### config.mk
export PLATFORM = sky130hd
export DESIGN_NAME = srlr_lane
export DESIGN_NICKNAME = d
export VERILOG_FILES = /design/src/rtl/srlr_pkg.sv /design/src/rtl/srlr_lane.sv
export SDC_FILE = /design/constraint.sdc
export NUM_CORES = 1
export LEC_CHECK = 0
export ABC_CLOCK_PERIOD_IN_PS = 7540
export BUFFER_PORTS_ARGS = -buffer_cell sky130_fd_sc_hd__clkbuf_2
export CAP_MARGIN = 25
export CORE_ASPECT_RATIO = 1.5
export CORE_MARGIN = 4
export CORE_UTILIZATION = 25
export CTS_CLUSTER_DIAMETER = 200
export CTS_CLUSTER_SIZE = 12
export DETAILED_ROUTE_END_ITERATION = 8
export HOLD_SLACK_MARGIN = 0.08
export PLACE_DENSITY = 0.39
export SKIP_LAST_GASP = 1
export SLEW_MARGIN = 15
export SYNTH_ARGS = -nofsm -noshare
export SYNTH_HDL_FRONTEND = slang
export SYNTH_SLANG_ARGS = --single-unit
### constraint.sdc
create_clock -name clk -period 7.54 [get_ports clk]
set_input_delay 1.508 -clock clk [delete_from_list [all_inputs] [get_ports clk]]
set_output_delay 1.508 -clock clk [all_outputs]
set_load 0.01 [all_outputs]
### src/rtl/srlr_pkg.sv
// Shared types and constants for the stereo ring linear resampler.
// Used by srlr_lane and stereo_ring_linear_resampler; no dependencies.
package srlr_pkg;

  localparam int SAMPLE_W   = 16;
  localparam int FRAME_W    = 2 * SAMPLE_W;
  localparam int MIX_W      = 32;
  localparam int STEP_W     = 18;
  localparam int VOL_W      = 8;
  localparam int FILL_W     = 12;
  localparam int CFG_W      = 18;
  localparam int CFG_IDX_W  = 2;
  localparam int DIGIT_W    = 8;
  localparam int MIX_DIGITS = MIX_W / DIGIT_W;

  localparam logic [STEP_W-1:0] STEP_RESET = 18'd16384;
  localparam logic [VOL_W-1:0]  VOL_RESET  = 8'd255;

  // func field codes
  localparam logic FUNC_PUSH = 1'b0;
  localparam logic FUNC_PULL = 1'b1;

  // config register indexes
  localparam logic [CFG_IDX_W-1:0] CFG_PHASE_STEP  = 2'd0;
  localparam logic [CFG_IDX_W-1:0] CFG_VOLUME      = 2'd1;
  localparam logic [CFG_IDX_W-1:0] CFG_MONO_SOURCE = 2'd2;
  localparam logic [CFG_IDX_W-1:0] CFG_PLAY_ENABLE = 2'd3;

  typedef enum logic [1:0] {
    ST_OK       = 2'd0,
    ST_FULL     = 2'd1,
    ST_UNDERRUN = 2'd2,
    ST_DISABLED = 2'd3
  } status_t;

  typedef enum logic [3:0] {
    S_IDLE,
    S_RD_CUR,
    S_RD_NXT,
    S_LOAD,
    S_LERP,
    S_VLOAD,
    S_VOL,
    S_ALOAD,
    S_ADD,
    S_RESULT
  } state_t;

  // sequencer -> lane commands, at most one active per cycle (take_mix aside)
  typedef struct packed {
    logic take_mix;
    logic load;
    logic lerp_step;
    logic vol_load;
    logic vol_step;
    logic add_load;
    logic add_step;
  } lane_ctrl_t;

endpackage

### src/rtl/srlr_lane.sv
// One channel datapath: bit-serial lerp multiply, bit-serial volume
// multiply, byte-serial 32-bit mix add. Depends on srlr_pkg.
module srlr_lane #(
  parameter int FRAC_BITS = 14
) (
  input  logic                           clk,
  input  srlr_pkg::lane_ctrl_t           ctrl,
  input  logic [srlr_pkg::SAMPLE_W-1:0]  cur,
  input  logic [srlr_pkg::SAMPLE_W-1:0]  nxt,
  input  logic [FRAC_BITS-1:0]           frac,
  input  logic [srlr_pkg::VOL_W-1:0]     volume,
  input  logic [srlr_pkg::MIX_W-1:0]     mix,
  output logic [srlr_pkg::MIX_W-1:0]     sum
);

  localparam int SW    = srlr_pkg::SAMPLE_W;
  localparam int ACC_W = SW + 1;
  localparam int VW    = srlr_pkg::VOL_W;
  localparam int MW    = srlr_pkg::MIX_W;
  localparam int DW    = srlr_pkg::DIGIT_W;
  localparam int PRD_W = SW + VW;

  logic [SW-1:0]        a;
  logic [SW-1:0]        l;
  logic [ACC_W-1:0]     d;
  logic [ACC_W-1:0]     acc;
  logic [FRAC_BITS-1:0] frac_sr;
  logic [VW-1:0]        vol_sr;
  logic [MW-1:0]        prod_sr;
  logic [MW-1:0]        mix_sr;
  logic                 carry;

  logic [ACC_W:0]  sum_lerp;
  logic [ACC_W:0]  sum_vol;
  logic [DW:0]     dsum;
  logic [PRD_W-1:0] product;

  // acc = (acc + bit ? addend : 0) >>> 1 ; after n steps acc = floor(x*m / 2^n)
  always_comb begin
    sum_lerp = {acc[ACC_W-1], acc} + (frac_sr[0] ? {d[ACC_W-1], d} : '0);
    sum_vol  = {acc[ACC_W-1], acc} + (vol_sr[0] ? {{2{l[SW-1]}}, l} : '0);
    dsum     = {1'b0, mix_sr[DW-1:0]} + {1'b0, prod_sr[DW-1:0]} + {{DW{1'b0}}, carry};
    product  = {acc[SW-1:0], vol_sr};
  end

  always_ff @(posedge clk) begin
    if (ctrl.take_mix) begin
      mix_sr <= mix;
    end
    if (ctrl.load) begin
      a       <= cur;
      d       <= {nxt[SW-1], nxt} - {cur[SW-1], cur};
      acc     <= '0;
      frac_sr <= frac;
    end else if (ctrl.lerp_step) begin
      acc     <= sum_lerp[ACC_W:1];
      frac_sr <= frac_sr >> 1;
    end else if (ctrl.vol_load) begin
      // interpolated sample always lies between cur and nxt
      l      <= a + acc[SW-1:0];
      acc    <= '0;
      vol_sr <= volume;
    end else if (ctrl.vol_step) begin
      acc    <= sum_vol[ACC_W:1];
      vol_sr <= {sum_vol[0], vol_sr[VW-1:1]};
    end else if (ctrl.add_load) begin
      prod_sr <= {{(MW - PRD_W){product[PRD_W-1]}}, product};
      carry   <= 1'b0;
    end else if (ctrl.add_step) begin
      mix_sr  <= {dsum[DW-1:0], mix_sr[MW-1:DW]};
      prod_sr <= prod_sr >> DW;
      carry   <= dsum[DW];
    end
  end

  assign sum = mix_sr;

endmodule
==> reports/results.tsv, run 1 <==
stage	metric	value	unit
global_routing	grt_usage	0.121	
final_layout	area_delta_synth_final	19.8	%
clock_tree	clkSlewWorstSetupHoldPaths	0.06	ns
clock_tree	cts_made_buffers	17	
synth	synth_most_common_cell	edfxtp_1	
clock_tree	clk_latency	0.44	ns
routing	avgRoutedWirePerCell	15.8	um
pwr	p_int	1.70	mW
worst_setup_path	crit_path_start_kind	input pin	
timing	max_freq	0.292	GHz
timing	finalSetupTns	0	ns
clock_tree	clockBufferDepth	2	
worst_setup_path	path_buf_inv	1	
pwr	seq_power_share	0.422	
clock_tree	htree_levels	4	
global_routing	antenna_found_initial	2	
clock_tree	tritoncts	yes	
die	rows	84	
final_layout	fin_cells	1461	
synth	synth_edf_count	97	
clock_tree	post_cts_buffers	0	
synth	syn_nets	1023	
timing	grt_setup_unrepaired	false	
timing	setup_viol_count_final	0	
die	core	35100	sq um
synth	yosysSeqAreaShare	0.438	
final_layout	final_nets	1146	
final_layout	multi_input_area	4770	sq um
synth	async_reset_ff_frac	0	
timing	slew_headroom	0.377	
placed_design	dpl_cell_area	10000	sq um
worst_setup_path	end_kind	register	
timing	skew	0.00813	ns
die	initial_core_util	0.253	
placed_design	port_buffers	125	
synth	synth_cell_types	63	
clock_tree	clkSinkCount	146	
synth	netlist.area_leader.share	0.327	
die	dieArea	38700	sq um
routing	ant_nets	0	
routing	drt_pre_antenna_iters	4	
global_routing	grt_pass1_vias	6721	
placed_design	hpwlAfterDp	18400	um
pwr	p_comb_frac	0.224	
worst_setup_path	slowest_delay	0.42	ns
synth	syn_area	8900	sq um
final_layout	ff_latch_area	3890	sq um
die	io_pins	126	
die	die_h	239	um
clock_tree	cts_hold_buffers	0	
synth	ys.flop_type	edfxtp_1	
timing	period_share	0.454	
pwr	p_per_area	224	nW/um^2
synth	synthTopCellsByArea	edfxtp_1 33%, dfxtp_1 11%, ha_1 10%	
global_routing	grt_overflow	0	
final_layout	antenna_cells	0	
worst_setup_path	cp.required	7.73	ns
routing	viasPerCell	4.42	
worst_setup_path	critPathSlowestCell	fa_1	
worst_setup_path	arrival	3.61	ns
pwr	sw_frac_of_total	0.290	
timing	hold_viol	0	
final_layout	final_area	10700	sq um
pwr	clock_power_share	0.354	
synth	postSynthCellCount	852	
pwr	power_switching	0.694	mW
global_routing	grt_pass1_wl	36000	um
clock_tree	ctsRootBufferMaster	clkbuf_16	
timing	slew_viol_final	0	
flow_run	cap_violations	0	
synth	synth_commonest_cells	97 x edfxtp_1, 85 x a21oi_1, 74 x nor2_1	
synth	ys_ff_latch	146	
worst_setup_path	critical_path_peak_fanout	3	
final_layout	drive_gt1_frac	0.219	
clock_tree	postCtsResizedCells	0	
placed_design	place.gp.congestion	0.727	
worst_setup_path	cp_top_family	compound AO/OA/AOI/OAI gates	
timing	fin_crit	3.42	ns
routing	drt_first_iter_violations	267	
worst_setup_path	critical_path_class	input pin to register	
synth	ys_warn_count	0	
synth	synth_area_per_cell	10.4	sq um
pwr	vdd_drop_max	0.115	mV
placed_design	placed_cells	1428	
pwr	power.leakage	4.48	nW
routing	via_count	6462	
routing	drt_wl_total	23100	um
worst_hold_path	hold_path.class	register to register	
timing	tightest_slew	0.934	ns
worst_setup_path	cp_cell_sequence	clkbuf_2 -> ha_1 -> fa_1 -> nor2b_1 -> o21ai_0 -> a21oi_1 -> o211ai_1 -> a21oi_1 -> o21ai_0 -> a31o_2	
global_routing	grt_max_degree	65	
routing	drc	0	
synth	yosys.area.top_type	edfxtp_1	
final_layout	nFillCells	3787	
die	die_w	162	um
status	status	completed	
## stage by stage
step | total power [mW] | hold WS [ns] | worst slack [ns] | util
after floorplan | 1.39 | 0.511 | 4.08 | -
after global placement | 1.57 | 0.495 | 3.64 | 0.286
after detailed placement | 1.57 | 0.501 | 3.62 | 0.286
after CTS | 2.44 | 0.505 | 4.08 | 0.303
after global routing | 2.54 | 0.521 | 3.90 | 0.304
final | 2.39 | 0.505 | 4.12 | 0.304
## placed cells by master (no fill, tap or decap), types with 7 or more instances in the layout
cell type	n
nor2_1	73
o21bai_1	7
nand2_1	38
ha_1	71
edfxtp_1	97
clkbuf_2	125
mux2i_1	35
o21a_1	15
nand2b_1	13
a21oi_1	85
a21o_1	13
dfxtp_1	49
xor2_1	15
and2_1	36
a211oi_1	8
inv_1	38
xnor2_1	39
mux2_2	38
nor2b_1	15
nor3_1	20
o21ai_0	28
nand3_1	10
clkbuf_16	17
## worst min-delay path: cells and delay by family (launching register included)
family             cells  cell delay, ns
and+or+nand+nor        1            0.10
AOI/OAI and AO/OA      1            0.04
DFF                    1            0.32
## per-layer routing
layer,vias to the layer above,share of wire,track usage
li1,3344,-,-
met1,2955,0.40,0.127
met2,132,0.54,0.233
met3,27,0.039,0.0267
met4,4,0.019,0.0421
met5,-,0.0013,0
## cell type report
| cell class | count | share of cell area |
|---|---|---|
| tap | 473 | 0.0555 |
| multi-input combinational | 643 | 0.447 |
| inverter | 38 | 0.0134 |
| sequential | 146 | 0.365 |
| timing repair buffer | 129 | 0.0634 |
| clock inverter | 12 | 0.0123 |
| clock buffer | 20 | 0.0429 |
## logic make-up (layout without fill, tap and decap cells)
family | after synthesis | count (layout) | share of synthesized area
flip-flops | 146 | 146 | 0.438
adder cells (fa/ha/maj) | 77 | 77 | 0.113
AND/OR/NAND/NOR | 229 | 229 | 0.128
XOR/XNOR | 54 | 54 | 0.0532
multiplexers | 73 | 73 | 0.0875
AO/OA/AOI/OAI | 210 | 210 | 0.153
buffers and inverters | 63 | 199 | 0.0270
## power groups by stage
stage	registers [mW]	clock network, mW	logic, mW
4_1_cts	1.01	0.885	0.544
3_3_place_gp	1.03	0	0.541
2_1_floorplan	1.00	0	0.387
5_1_grt	1.02	0.918	0.604
6_report	1.01	0.847	0.535
3_5_place_dp	1.03	0	0.540
## registers in the layout, indices dropped and copies added, names as in the netlist
register	flops
sum	32
prod_sr	25
acc	17
d	17
a	16
l	16
frac_sr	14
vol_sr	8
carry	1
## final timing paths
check | slack, ns | to | from | cells after the start
max | 4.12 | d[16] | cur[0] | 10
min | 0.50 | sum[0] | sum[8] | 2
max reg2reg | 4.34 | acc[15] | frac_sr[0] | 9
min reg2reg | 0.50 | sum[0] | sum[8] | 2
Power figures use the tool's default switching activity.
==> run 2, diff against run 1 <==
--- a/config.mk
+++ b/config.mk
@@ -5,7 +5,7 @@
 export SDC_FILE = /design/constraint.sdc
 export NUM_CORES = 1
 export LEC_CHECK = 0
-export ABC_CLOCK_PERIOD_IN_PS = 7540
+export ABC_CLOCK_PERIOD_IN_PS = 3200
 export BUFFER_PORTS_ARGS = -buffer_cell sky130_fd_sc_hd__clkbuf_2
 export CAP_MARGIN = 25
 export CORE_ASPECT_RATIO = 1.5
==> constraint.sdc (replaced) <==
create_clock -name clk -period 3.2 [get_ports clk]
set_input_delay 0.64 -clock clk [delete_from_list [all_inputs] [get_ports clk]]
set_output_delay 0.64 -clock clk [all_outputs]
set_load 0.01 [all_outputs]
==> run 2 against run 1 <==
  * Utilization up 0.26 points
  * Via count up 0.99%
  * Register-to-register slack worse by 3.9 ns
  * Clock power up 130%
  * Final cell count up 1.0%
  * First-iteration DRC count down 3.0%
  * Sequential power up 130%
  * Global-route usage up 0.34 points
  * Largest cell class unchanged
  * Highest routed layer unchanged
==> reports/results.tsv, run 2 (same netlist as run 1, synthesis figures left out) <==
stage	metric	value	unit
status	status	completed	
pwr	power.leakage	4.55	nW
clock_tree	cts_hold_buffers	0	
final_layout	nFillCells	3765	
final_layout	ff_latch_area	3890	sq um
worst_setup_path	cp.required	3.51	ns
worst_setup_path	end_kind	register	
routing	drt_wl_total	23300	um
final_layout	final_cell_mix	125 x clkbuf_2, 97 x edfxtp_1, 85 x a21oi_1	
worst_setup_path	timing.rr.end	acc[15]	
final_layout	final_common_cell	clkbuf_2	
timing	hold_viol	0	
die	initial_core_util	0.253	
worst_setup_path	rr_worst_depth	9	
die	core	35100	sq um
die	io_pins	126	
worst_setup_path	reg2reg_slack	0.44	ns
global_routing	grt_max_degree	65	
placed_design	port_buffers	125	
final_layout	antenna_cells	0	
timing	max_freq	0.362	GHz
placed_design	place.gp.congestion	0.756	
timing	slew_viol_final	0	
timing	whs	0.401	ns
global_routing	antenna_found_initial	2	
timing	setup_viol_count_final	0	
clock_tree	tritoncts	yes	
routing	via_count	6526	
clock_tree	post_cts_buffers	0	
final_layout	final_core_util	0.306	
global_routing	grt_usage	0.124	
flow_run	cap_violations	0	
worst_setup_path	r2r-start	vol_sr[0]	
timing	fin_ws	0.435	ns
die	die_h	239	um
routing	ant_nets	0	
global_routing	grt_pass1_wl	36800	um
worst_hold_path	hold_path_end	a[4]	
routing	drc	0	
clock_tree	clockBufferDepth	2	
pwr	p_per_area	525	nW/um^2
routing	drt_pre_antenna_iters	6	
worst_hold_path	whs_path_depth	1	
clock_tree	cts_made_buffers	17	
timing	period_share	0.864	
clock_tree	postCtsResizedCells	0	
timing	tightest_slew	0.674	ns
timing	slew_headroom	0.551	
routing	viasPerCell	4.42	
placed_design	pre_cts_ws	0.106	ns
routing	drt_first_iter_violations	259	
placed_design	hpwlAfterDp	18800	um
die	rows	84	
timing	fin_crit	2.76	ns
timing	grt_setup_unrepaired	false	
pwr	power.total	5.64	mW
clock_tree	clkSinkCount	146	
worst_setup_path	critical_path_peak_fanout	13	
final_layout	largest_register_ffs	32	
final_layout	area_delta_synth_final	20.8	%
timing	finalSetupTns	0	ns
pwr	vdd_drop_max	0.291	mV
clock_tree	clk_latency	0.43	ns
clock_tree	htree_levels	4	
final_layout	final_nets	1161	
clock_tree	ctsRootBufferMaster	clkbuf_16	
worst_setup_path	critical_path_class	register to register	
clock_tree	clkSlewWorstSetupHoldPaths	0.06	ns
final_layout	drive_gt1_frac	0.230	
worst_setup_path	arrival	3.07	ns
global_routing	grt_overflow	0	
die	die_w	162	um
routing	avgRoutedWirePerCell	15.8	um
timing	skew	0.00785	ns
worst_setup_path	crit_path_start_kind	register	
worst_hold_path	min_from	cur[4]	
die	dieArea	38700	sq um
final_layout	multi_input_area	4760	sq um
global_routing	grt_pass1_vias	6833	
worst_hold_path	hold_path.class	input pin to register	
run 2: cell types whose count changed in the layout (fill, tap and decap cells not counted), sizes merged:
| cell | change |
|---|---|
| clkbuf | -1 |
| buf | +15 |
| inv | +1 |
run 2: area by class of cell:
cell class	count	share of cell area
clock buffer	19	0.0412
clock inverter	13	0.0125
inverter	38	0.0133
multi-input combinational	643	0.443
sequential	146	0.362
tap	473	0.0551
timing repair buffer	144	0.0726
run 2: critical path, stage by stage, from the launching register on:
cell	delay, ns
edfxtp_1	0.48
buf_4	0.23
and2_1	0.15
ha_1	0.36
a21o_1	0.22
o41ai_2	0.51
a21oi_2	0.19
a31oi_2	0.24
xor2_1	0.17
o211ai_1	0.09
run 2: how the worst max path moves through the flow:
stage                     startpoint  endpoint  slack [ns]  cells after the start
after floorplan              ctrl[5]     carry        0.61                      4
after global placement        nxt[0]     d[16]        0.15                     11
after detailed placement      cur[0]     d[16]        0.11                     10
after CTS                     acc[1]     l[14]        0.41                      9
after global routing       vol_sr[0]   acc[13]        0.23                     11
final                      vol_sr[0]   acc[15]        0.44                      9
run 2: power by group:
part | switching, mW | internal, mW
Sequential | 0.139 | 2.23
Clock | 0.816 | 1.17
Combinational | 0.692 | 0.600
Total | 1.65 | 3.99
run 2: stage by stage:
stage,cell area [sq um],std cells
final,10700,1476
after global routing,10700,1476
after CTS,10700,1476
after detailed placement,10200,1444
after global placement,10200,1444
after floorplan,8900,852
run 2: routing by layer:
metal	up-vias	track usage	wire, um
met5	-	0	21
met2	138	0.236	12600
li1	3373	-	-
met3	28	0.0281	891
met4	4	0.0421	441
met1	2983	0.134	9410
